## src/sv/block_direct_mapped_cache_macros.svh

```systemverilog
// Assertion macros shared by the block cache tag controller.
`ifndef BLOCK_DIRECT_MAPPED_CACHE_MACROS_SVH
`define BLOCK_DIRECT_MAPPED_CACHE_MACROS_SVH

// Same-cycle implication, checked outside reset.
`define BDMC_ASSERT_NOW(lbl, clk, rst_n, ante, cons, msg) \
  lbl: assert property (@(posedge clk) disable iff (!rst_n) (ante) |-> (cons)) \
    else $error(msg);

// Next-cycle implication, checked outside reset.
`define BDMC_ASSERT_NEXT(lbl, clk, rst_n, ante, cons, msg) \
  lbl: assert property (@(posedge clk) disable iff (!rst_n) (ante) |=> (cons)) \
    else $error(msg);

`endif

```

## src/sv/bdmc_pkg.sv

```systemverilog
// Package: types, widths and codes of the block cache tag controller.
package bdmc_pkg;

  localparam int SLOT_COUNT_DEF = 128;
  localparam int BLOCK_W        = 32;
  localparam int DISK_W         = 33;
  localparam int SLOT_W         = 7;
  localparam int KIND_W         = 2;
  localparam int DATA_W         = 32;
  localparam int PADDR_W        = 3;
  localparam int REG_DATA_START = 0;

  typedef enum logic [KIND_W-1:0] {
    KIND_HIT  = 2'd0,
    KIND_FILL = 2'd1,
    KIND_WB   = 2'd2
  } kind_e;

  typedef enum logic {
    CMD_LOOKUP = 1'b0,
    CMD_FLUSH  = 1'b1
  } cmd_e;

  typedef struct packed {
    logic  emit;
    logic  last;
    kind_e kind;
    logic  write_en;
    logic  write_valid;
  } step_t;

endpackage

```

## src/sv/bdmc_ram.sv

```systemverilog
// Generic single-write, single-read RAM with a registered read port.
module bdmc_ram #(
  parameter int WIDTH = 8,
  parameter int DEPTH = 16
) (
  input  logic                     clk_i,
  input  logic                     we_i,
  input  logic [$clog2(DEPTH)-1:0] waddr_i,
  input  logic [WIDTH-1:0]         wdata_i,
  input  logic                     re_i,
  input  logic [$clog2(DEPTH)-1:0] raddr_i,
  output logic [WIDTH-1:0]         rdata_o
);

  logic [WIDTH-1:0] mem_q [DEPTH];
  logic [WIDTH-1:0] rdata_q;

  always_ff @(posedge clk_i) begin
    if (we_i) begin
      mem_q[waddr_i] <= wdata_i;
    end
    if (re_i) begin
      rdata_q <= mem_q[raddr_i];
    end
  end

  assign rdata_o = rdata_q;

endmodule

```

## src/sv/bdmc_tag_store.sv

```systemverilog
// Tag store: tag memory with valid flag, clearing pass after reset and write forwarding.
module bdmc_tag_store #(
  parameter int SLOT_COUNT = bdmc_pkg::SLOT_COUNT_DEF
) (
  input  logic                                         clk_i,
  input  logic                                         rst_ni,
  input  logic                                         rd_en_i,
  input  logic [$clog2(SLOT_COUNT)-1:0]                rd_addr_i,
  input  logic                                         wr_en_i,
  input  logic [$clog2(SLOT_COUNT)-1:0]                wr_addr_i,
  input  logic                                         wr_valid_i,
  input  logic [bdmc_pkg::BLOCK_W-$clog2(SLOT_COUNT)-1:0] wr_tag_i,
  output logic                                         entry_valid_o,
  output logic [bdmc_pkg::BLOCK_W-$clog2(SLOT_COUNT)-1:0] entry_tag_o,
  output logic                                         clearing_o
);
  import bdmc_pkg::*;

  localparam int AddrBits  = $clog2(SLOT_COUNT);
  localparam int TagBits   = BLOCK_W - AddrBits;
  localparam int EntryBits = TagBits + 1;

  logic                 clearing_q, clearing_d;
  logic [AddrBits-1:0]  clr_idx_q, clr_idx_d;
  logic                 ram_we;
  logic [AddrBits-1:0]  ram_waddr;
  logic [EntryBits-1:0] ram_wdata;
  logic [EntryBits-1:0] ram_rdata;
  logic [AddrBits-1:0]  raddr_q;
  logic                 fwd_valid_q;
  logic [AddrBits-1:0]  fwd_addr_q;
  logic [EntryBits-1:0] fwd_data_q;
  logic [EntryBits-1:0] entry;

  // The clearing pass owns the write port until every entry has been invalidated.
  always_comb begin
    clearing_d = clearing_q;
    clr_idx_d  = clr_idx_q;
    if (clearing_q) begin
      clr_idx_d = clr_idx_q + AddrBits'(1);
      if (clr_idx_q == AddrBits'(SLOT_COUNT - 1)) begin
        clearing_d = 1'b0;
      end
    end
  end

  always_comb begin
    if (clearing_q) begin
      ram_we    = 1'b1;
      ram_waddr = clr_idx_q;
      ram_wdata = '0;
    end else begin
      ram_we    = wr_en_i;
      ram_waddr = wr_addr_i;
      ram_wdata = {wr_valid_i, wr_tag_i};
    end
  end

  always_ff @(posedge clk_i or negedge rst_ni) begin
    if (!rst_ni) begin
      clearing_q  <= 1'b1;
      clr_idx_q   <= '0;
      fwd_valid_q <= 1'b0;
    end else begin
      clearing_q <= clearing_d;
      clr_idx_q  <= clr_idx_d;
      if (ram_we) begin
        fwd_valid_q <= 1'b1;
      end
    end
  end

  // The most recent write is kept aside; a read that raced it takes this copy instead.
  always_ff @(posedge clk_i) begin
    if (ram_we) begin
      fwd_addr_q <= ram_waddr;
      fwd_data_q <= ram_wdata;
    end
    if (rd_en_i) begin
      raddr_q <= rd_addr_i;
    end
  end

  bdmc_ram #(
    .WIDTH (EntryBits),
    .DEPTH (SLOT_COUNT)
  ) u_ram (
    .clk_i   (clk_i),
    .we_i    (ram_we),
    .waddr_i (ram_waddr),
    .wdata_i (ram_wdata),
    .re_i    (rd_en_i),
    .raddr_i (rd_addr_i),
    .rdata_o (ram_rdata)
  );

  assign entry         = (fwd_valid_q && (fwd_addr_q == raddr_q)) ? fwd_data_q : ram_rdata;
  assign entry_valid_o = entry[EntryBits-1];
  assign entry_tag_o   = entry[TagBits-1:0];
  assign clearing_o    = clearing_q;

endmodule

```

## src/sv/bdmc_resolve.sv

```systemverilog
// Resolve: decides the result of a lookup or flush from the slot entry.
module bdmc_resolve #(
  parameter int SLOT_COUNT = bdmc_pkg::SLOT_COUNT_DEF
) (
  input  bdmc_pkg::cmd_e                                cmd_i,
  input  logic [bdmc_pkg::BLOCK_W-1:0]                  block_number_i,
  input  logic [bdmc_pkg::SLOT_W-1:0]                   flush_slot_i,
  input  logic                                          phase_i,
  input  logic [bdmc_pkg::DATA_W-1:0]                   start_i,
  input  logic                                          entry_valid_i,
  input  logic [bdmc_pkg::BLOCK_W-$clog2(SLOT_COUNT)-1:0] entry_tag_i,
  output bdmc_pkg::step_t                               step_o,
  output logic [bdmc_pkg::DISK_W-1:0]                   disk_block_o,
  output logic [$clog2(SLOT_COUNT)-1:0]                 slot_idx_o,
  output logic [bdmc_pkg::SLOT_W-1:0]                   slot_field_o
);
  import bdmc_pkg::*;

  localparam int AddrBits = $clog2(SLOT_COUNT);
  localparam int TagBits  = BLOCK_W - AddrBits;

  logic [BLOCK_W-1:0]  fs_ext;
  logic [BLOCK_W-1:0]  idx_ext;
  logic                flush_ok;
  logic [AddrBits-1:0] idx;
  logic [TagBits-1:0]  req_tag;
  logic                tag_match;
  logic [DISK_W-1:0]   req_addr;
  logic [DISK_W-1:0]   res_addr;
  logic                use_resident;

  assign fs_ext    = BLOCK_W'(flush_slot_i);
  assign flush_ok  = fs_ext < BLOCK_W'(SLOT_COUNT);
  assign req_tag   = block_number_i[BLOCK_W-1:AddrBits];
  assign tag_match = entry_valid_i && (entry_tag_i == req_tag);

  always_comb begin
    case (cmd_i)
      CMD_FLUSH: idx = fs_ext[AddrBits-1:0];
      default:   idx = block_number_i[AddrBits-1:0];
    endcase
  end

  // The resident block number is the stored tag with the slot index below it.
  assign req_addr = DISK_W'(start_i) + DISK_W'(block_number_i);
  assign res_addr = DISK_W'(start_i) + DISK_W'({entry_tag_i, idx});

  always_comb begin
    step_o       = '0;
    use_resident = 1'b0;
    case (cmd_i)
      CMD_FLUSH: begin
        step_o.emit        = flush_ok && entry_valid_i;
        step_o.last        = 1'b1;
        step_o.kind        = KIND_WB;
        step_o.write_en    = flush_ok && entry_valid_i;
        step_o.write_valid = 1'b0;
        use_resident       = 1'b1;
      end
      default: begin
        step_o.emit        = 1'b1;
        step_o.write_en    = !tag_match;
        step_o.write_valid = 1'b1;
        if (!phase_i && entry_valid_i && !tag_match) begin
          // Conflict: the resident block goes back to disk before the fill.
          step_o.kind  = KIND_WB;
          step_o.last  = 1'b0;
          use_resident = 1'b1;
        end else if (!phase_i && tag_match) begin
          step_o.kind = KIND_HIT;
          step_o.last = 1'b1;
        end else begin
          step_o.kind = KIND_FILL;
          step_o.last = 1'b1;
        end
      end
    endcase
  end

  assign idx_ext      = BLOCK_W'(idx);
  assign disk_block_o = use_resident ? res_addr : req_addr;
  assign slot_idx_o   = idx;
  assign slot_field_o = idx_ext[SLOT_W-1:0];

endmodule

```

## src/sv/block_direct_mapped_cache.sv

```systemverilog
// Top level: tag controller of a direct-mapped disk block cache.
// A word accepted into the resolve stage has its first result loaded into the output register
// once that register is free. Hits, fills and flushes go at one word per cycle while the output
// register is not held by out_ready_i; a conflict holds the resolve stage until the single output
// register has carried both its results. Reset: rst_ni clears control state at once, then a
// clearing pass writes every slot of the tag memory invalid, one slot a cycle, accepting no word.
`include "block_direct_mapped_cache_macros.svh"

module block_direct_mapped_cache #(
  parameter int SLOT_COUNT = bdmc_pkg::SLOT_COUNT_DEF
) (
  input  logic                            clk_i,
  input  logic                            rst_ni,
  // APB-style configuration port
  input  logic                            psel,
  input  logic                            penable,
  input  logic                            pwrite,
  input  logic [bdmc_pkg::PADDR_W-1:0]    paddr,
  input  logic [bdmc_pkg::DATA_W-1:0]     pwdata,
  output logic [bdmc_pkg::DATA_W-1:0]     prdata,
  output logic                            pready,
  // Request channel
  input  logic                            in_valid_i,
  output logic                            in_ready_o,
  input  logic                            cmd_i,
  input  logic [bdmc_pkg::BLOCK_W-1:0]    block_number_i,
  input  logic [bdmc_pkg::SLOT_W-1:0]     flush_slot_i,
  // Result channel
  output logic                            out_valid_o,
  input  logic                            out_ready_i,
  output logic [bdmc_pkg::KIND_W-1:0]     kind_o,
  output logic [bdmc_pkg::DISK_W-1:0]     disk_block_o,
  output logic [bdmc_pkg::SLOT_W-1:0]     slot_o,
  output logic                            last_o
);
  import bdmc_pkg::*;

  // The slot index is the low bits of the block number, so SLOT_COUNT must be a power of two (not enforced here).
  localparam int AddrBits = $clog2(SLOT_COUNT);
  localparam int TagBits  = BLOCK_W - AddrBits;

  // Configuration register.
  logic [DATA_W-1:0] start_q;
  logic              cfg_sel;
  logic              cfg_write;

  assign cfg_sel   = paddr[PADDR_W-1:2] == 1'(REG_DATA_START);
  assign cfg_write = psel && penable && pwrite && cfg_sel;
  assign pready    = 1'b1;
  assign prdata    = cfg_sel ? start_q : '0;

  always_ff @(posedge clk_i or negedge rst_ni) begin
    if (!rst_ni) begin
      start_q <= '0;
    end else if (cfg_write) begin
      start_q <= pwdata;
    end
  end

  // Resolve stage: the accepted word waits here while its tag entry is read.
  logic                s1_valid_q, s1_valid_d;
  cmd_e                s1_cmd_q;
  logic [BLOCK_W-1:0]  s1_bno_q;
  logic [SLOT_W-1:0]   s1_fslot_q;
  logic                phase_q, phase_d;

  // Output register.
  logic                out_valid_q, out_valid_d;
  kind_e               out_kind_q;
  logic [DISK_W-1:0]   out_blk_q;
  logic [SLOT_W-1:0]   out_slot_q;
  logic                out_last_q;

  logic                clearing;
  logic                entry_valid;
  logic [TagBits-1:0]  entry_tag;
  step_t               step;
  logic [DISK_W-1:0]   step_blk;
  logic [AddrBits-1:0] step_idx;
  logic [SLOT_W-1:0]   step_slot;
  logic                out_free;
  logic                load_out;
  logic                retire;
  logic                accept;
  logic [BLOCK_W-1:0]  in_fs_ext;
  logic [AddrBits-1:0] rd_addr;

  // The output register is free when empty or when its result is taken in this cycle.
  assign out_free = !out_valid_q || out_ready_i;
  assign load_out = s1_valid_q && step.emit && out_free;
  // A word leaves the resolve stage with its final result, or at once when it has none.
  assign retire   = s1_valid_q && (!step.emit || (out_free && step.last));
  assign in_ready_o = !clearing && (!s1_valid_q || retire);
  assign accept   = in_valid_i && in_ready_o;

  // The tag entry is read as the word is accepted, so it is ready in the resolve stage.
  assign in_fs_ext = BLOCK_W'(flush_slot_i);
  always_comb begin
    case (cmd_e'(cmd_i))
      CMD_FLUSH: rd_addr = in_fs_ext[AddrBits-1:0];
      default:   rd_addr = block_number_i[AddrBits-1:0];
    endcase
  end

  bdmc_tag_store #(
    .SLOT_COUNT (SLOT_COUNT)
  ) u_tag_store (
    .clk_i         (clk_i),
    .rst_ni        (rst_ni),
    .rd_en_i       (accept),
    .rd_addr_i     (rd_addr),
    .wr_en_i       (retire && step.write_en),
    .wr_addr_i     (step_idx),
    .wr_valid_i    (step.write_valid),
    .wr_tag_i      (s1_bno_q[BLOCK_W-1:AddrBits]),
    .entry_valid_o (entry_valid),
    .entry_tag_o   (entry_tag),
    .clearing_o    (clearing)
  );

  bdmc_resolve #(
    .SLOT_COUNT (SLOT_COUNT)
  ) u_resolve (
    .cmd_i          (s1_cmd_q),
    .block_number_i (s1_bno_q),
    .flush_slot_i   (s1_fslot_q),
    .phase_i        (phase_q),
    .start_i        (start_q),
    .entry_valid_i  (entry_valid),
    .entry_tag_i    (entry_tag),
    .step_o         (step),
    .disk_block_o   (step_blk),
    .slot_idx_o     (step_idx),
    .slot_field_o   (step_slot)
  );

  // Control next state: the phase marks that a conflict's write-back has gone out.
  always_comb begin
    s1_valid_d = s1_valid_q;
    if (accept) begin
      s1_valid_d = 1'b1;
    end else if (retire) begin
      s1_valid_d = 1'b0;
    end

    phase_d = phase_q;
    if (retire) begin
      phase_d = 1'b0;
    end else if (load_out) begin
      phase_d = 1'b1;
    end

    out_valid_d = out_valid_q;
    if (load_out) begin
      out_valid_d = 1'b1;
    end else if (out_ready_i) begin
      out_valid_d = 1'b0;
    end
  end

  always_ff @(posedge clk_i or negedge rst_ni) begin
    if (!rst_ni) begin
      s1_valid_q  <= 1'b0;
      phase_q     <= 1'b0;
      out_valid_q <= 1'b0;
    end else begin
      s1_valid_q  <= s1_valid_d;
      phase_q     <= phase_d;
      out_valid_q <= out_valid_d;
    end
  end

  // Payload registers carry no reset.
  always_ff @(posedge clk_i) begin
    if (accept) begin
      s1_cmd_q   <= cmd_e'(cmd_i);
      s1_bno_q   <= block_number_i;
      s1_fslot_q <= flush_slot_i;
    end
    if (load_out) begin
      out_kind_q <= step.kind;
      out_blk_q  <= step_blk;
      out_slot_q <= step_slot;
      out_last_q <= step.last;
    end
  end

  assign out_valid_o  = out_valid_q;
  assign kind_o       = out_kind_q;
  assign disk_block_o = out_blk_q;
  assign slot_o       = out_slot_q;
  assign last_o       = out_last_q;

  `BDMC_ASSERT_NOW(a_no_accept_in_clear, clk_i, rst_ni, clearing, !in_ready_o, "word accepted during clearing pass")
  `BDMC_ASSERT_NOW(a_phase_has_word, clk_i, rst_ni, phase_q, s1_valid_q, "second phase without a word in the resolve stage")
  `BDMC_ASSERT_NOW(a_hit_is_last, clk_i, rst_ni, out_valid_q && (out_kind_q == KIND_HIT), out_last_q, "hit result not marked last")
  `BDMC_ASSERT_NEXT(a_wb_then_fill, clk_i, rst_ni, out_valid_q && out_ready_i && (out_kind_q == KIND_WB) && !out_last_q, out_valid_q && (out_kind_q == KIND_FILL) && out_last_q, "conflict write-back not followed by its fill")

endmodule
```

## config.mk

```make
export PLATFORM = sky130hd
export DESIGN_NAME = block_direct_mapped_cache
export DESIGN_NICKNAME = d
export VERILOG_FILES = /design/src/sv/bdmc_pkg.sv /design/src/sv/bdmc_ram.sv /design/src/sv/bdmc_tag_store.sv /design/src/sv/bdmc_resolve.sv /design/src/sv/block_direct_mapped_cache.sv
export VERILOG_INCLUDE_DIRS = /design/src /design/src/sv
export SDC_FILE = /design/constraint.sdc
export NUM_CORES = 2
export LEC_CHECK = 0
export BUFFER_PORTS_ARGS = -buffer_cell sky130_fd_sc_hd__buf_2
export CAP_MARGIN = 25
export CORE_MARGIN = 3
export CORE_UTILIZATION = 60
export CTS_CLUSTER_DIAMETER = 150
export DETAILED_ROUTE_END_ITERATION = 7
export GPL_ROUTABILITY_DRIVEN = 0
export PLACE_DENSITY = 0.81
export SLEW_MARGIN = 20
export SYNTH_ARGS = -nofsm -noshare
export SYNTH_HDL_FRONTEND = slang
export SYNTH_HIERARCHICAL = 1
export SYNTH_SLANG_ARGS = --single-unit
export TNS_END_PERCENT = 30
```

## constraint.sdc

```tcl
create_clock -name clk_i -period 12.85 [get_ports clk_i]
set_input_delay 0.6425 -clock clk_i [delete_from_list [all_inputs] [get_ports clk_i]]
set_output_delay 0.6425 -clock clk_i [all_outputs]
set_load 0.02 [all_outputs]
```

==> flow_summary.json <==
{
  "outcome": "completed",
  "drc": 0,
  "crit_fanout": 41,
  "hold_path_class": "input pin to flip-flop",
  "ios": 160,
  "yosysWarnings": 6,
  "postSynthCellCount": 5593,
  "yosysTopAreaCellShare": 0.7656,
  "combPwrFrac": 0.105,
  "rows": 174,
  "clk_latency_ns": 1.00,
  "first_iter_violations": 16220,
  "cts_tree": "done",
  "synth_top_area_cell": "edfxtp_1",
  "portBuffers": 156,
  "rsz0062_at_grt": "no",
  "drv_cap": 0,
  "endpoint_kind": "flip-flop",
  "slew_viol_final": 0,
  "clock-root-buffer": "clkbuf_16",
  "synth_fp_nets": 5709,
  "clockBufferDepth": 4,
  "avgSynthCellArea_um2": 24.38,
  "dp.cells": 8591,
  "core_um2": 225300,
  "via_count": 73000,
  "antenna_found_initial": 46,
  "fin_skew_ns": 0.06300,
  "required_ns": 13.49,
  "finalCritPeriodShare": 0.6361,
  "die_area_um2": 233100,
  "min_delay_path_depth": 1,
  "power.leakage_nw": 48.70,
  "htreeDepth": 5,
  "finalNonFillerCells": 9343,
  "swShare": 0.2498,
  "crit_arrival_ns": 8.81,
  "ys_types": 63,
  "synth-simple-area-share": 0.01202,
  "p_switching_mw": 6.461,
  "synth_edf_count": 3477,
  "hold_violations": 0,
  "synth_xor_area_frac": 0.004174,
  "slowest_stage": "nor2_2",
  "synth_area_leaders": "edfxtp_1 77%, mux4_2 18%, mux2_2 0.82%",
  "drive_above_1_share": 0.3483,
  "drt_wl_total_um": 433700,
  "syn_to_final_growth_pct": 13.96,
  "synth_seq_cells": 3521,
  "pwr-share-clk": 0.391,
  "placed_area_um2": 142600,
  "track_usage": 0.3478,
  "grt_pass1_wl_um": 559200,
  "setup_viol": 0,
  "synthesis.area_um2": 136400,
  "fp.dieW_um": 482.8,
  "async_flop_share": 0.01250,
  "crit_family": "simple AND/OR/NAND/NOR gates",
  "synthAdderAreaFrac": 0.003174,
  "fin_setup_tns_ns": 0,
  "ir_drop_uv": 141.6,
  "final_nets": 6195,
  "muxShareOfSynthArea": 0.1920,
  "post_cts_resized": 0,
  "tightest_slew_ns": 1.221,
  "dp_hpwl_um": 191300,
  "max_freq_mhz": 122.3,
  "numCtsBuffers": 339,
  "design_area_um2": 155400,
  "layout_commonest_cell": "edfxtp_1",
  "ys.flop_type": "edfxtp_1",
  "grt_pass1_vias": 69180,
  "worst-path-buf-inv": 3,
  "cts.sinks": 3521,
  "period_minus_slack_ns": 8.174,
  "clk_pin_slew_ns": 0.07,
  "yosysSeqAreaShare": 0.7736,
  "p_int_mw": 19.40,
  "most-common-layout-cells": "3477 x edfxtp_1, 1092 x mux4_2, 350 x clkbuf_16",
  "cp_cell_sequence": "xnor2_1 -> nand4_1 -> nor2_4 -> mux2_2 -> xnor2_1 -> nand4_1 -> nor4_1 -> nand4_1 -> and3_1 -> nand2_1 -> a21oi_1 -> nor2_1 -> or2_2 -> buf_4 -> nor2b_1 -> nand2_1 -> buf_4 -> nor2_2 -> buf_4",
  "start_util": 0.6053,
  "post-cts-setup-buffers": 0,
  "grt.overflow.total": 0,
  "cp.depth": 19,
  "dr.pass1.iters": 8,
  "die_h_um": 482.8,
  "seqPwrFrac": 0.504,
  "viasPerCell": 7.814,
  "synth_top_family_by_area": "multiplexers",
  "worst-r2r-cell-count": 19,
  "slew_headroom": 0.1861,
  "antenna_left": 0,
  "worst-setup-path-type": "flip-flop to flip-flop",
  "critPathMaxStageDelay_ns": 0.77,
  "cp-start-kind": "flip-flop",
  "wl_per_cell_um": 46.42,
  "grt_max_degree": 154,
  "synth-compound-area-share": 0.005349,
  "p_per_area_nw_per_um2": 166.4
}
[layout make-up]
class	instances	area (µm²)
Multi-Input combinational cell	1766	30700
Fill cell	11610	69910
Antenna cell	23	57.56
Inverter	12	45.04
Tap cell	2992	3744
Sequential cell	3521	105500
Timing Repair Buffer	439	4895
Clock buffer	410	8994
Clock inverter	180	1471
[synthesized netlist by cell type, drive strengths merged, types with 4 or more instances]
| library cell | instances |
|---|---|
| buf | 136 |
| edfxtp | 3477 |
| o21bai | 5 |
| mux2 | 131 |
| xnor2 | 42 |
| inv | 12 |
| o211ai | 4 |
| dfrtp | 43 |
| nand3 | 19 |
| nor2b | 68 |
| a21o | 14 |
| or2 | 5 |
| nor4 | 5 |
| clkbuf | 158 |
| nand2b | 9 |
| or3 | 5 |
| nor2 | 139 |
| mux4 | 1092 |
| nand2 | 47 |
| o21ai | 16 |
| o21a | 4 |
| ha | 33 |
| nand4 | 17 |
| xor2 | 23 |
| a21oi | 40 |
| nor3 | 13 |
| a31oi | 7 |
[power by group through the flow]
| stage | clock (mW) | combinational (mW) | sequential (mW) |
|---|---|---|---|
| 6_report | 10.1 | 2.72 | 13.0 |
| 5_1_grt | 10.5 | 2.76 | 13.0 |
| 4_1_cts | 9.95 | 2.54 | 13.0 |
| 3_5_place_dp | 0 | 2.41 | 13.3 |
| 3_3_place_gp | 0 | 2.33 | 13.3 |
| 2_1_floorplan | 0 | 1.50 | 13.3 |
[per-stage QoR]
| step | power, mW | hold slack [ns] | worst slack (ns) | utilization |
|---|---|---|---|---|
| floorplan | 14.82 | 0.3469 | 6.812 | - |
| global placement | 15.59 | 0.4491 | 5.965 | 0.6288 |
| detailed placement | 15.68 | 0.4609 | 5.881 | 0.6327 |
| CTS | 25.52 | 0.04358 | 5.137 | 0.6824 |
| global route | 26.26 | 0.06722 | 4.836 | 0.6895 |
| finish | 25.86 | 0.08631 | 4.676 | 0.6897 |
[worst paths after layout]
kind / startpoint / to / slack, ns
max in group asynchronous: rst_ni / start_q[14] / 12.21
worst max register to register: u_tag_store/raddr_q[6] / u_tag_store/u_ram/mem_q[58][23] / 4.68
worst max-delay path: u_tag_store/raddr_q[6] / u_tag_store/u_ram/mem_q[58][23] / 4.68
min in group asynchronous: rst_ni / start_q[7] / 0.22
worst min register to register: u_tag_store/clr_idx_q[6] / u_tag_store/clr_idx_q[6] / 0.54
worst min-delay path: cmd_i / s1_cmd_q / 0.09
[routing by layer]
layer / global-route usage / wire [µm] / vias to the layer above
met5: 0 / 187 / -
met4: 0.1663 / 33010 / 26
met3: 0.1014 / 67790 / 1886
met2: 0.5407 / 202700 / 8940
met1: 0.4612 / 129900 / 37110
li1: - / - / 25050
[worst reg2reg max path, delay by kind of cell, from the launching register on]
kind	cells	cell delay [ns]
compound gates	1	0.09
xor+xnor	2	0.72
buf+inv	3	1.51
flops	1	0.44
mux	1	0.49
simple gates	12	4.54
[flip-flops by register name (all words and copies together), names as in the netlist, 2 cells and up]
name	count
u_tag_store/u_ram/mem_q	3328
disk_block_o	33
s1_bno_q	32
start_q	32
u_tag_store/fwd_data_q	26
u_tag_store/u_ram/rdata_o	26
s1_fslot_q	7
slot_o	7
u_tag_store/clr_idx_q	7
u_tag_store/fwd_addr_q	7
u_tag_store/raddr_q	7
kind_o	2
[repair_timing]
action                                 in CTS  in global routing
endpoints found under the hold margin     115                  0
hold buffers                               73                  0
setup endpoints to repair                   0                  0
[cell families after synthesis]
kind of cell               after synthesis
muxes                                 1223
DFF                                   3521
AOI/OAI and AO/OA                      109
adders and majority gates               34
other                                    1
xor gates and xnor gates                65
and+or+nand+nor                        334
buffers and inverters                  306
Power figures use the tool's default switching activity.
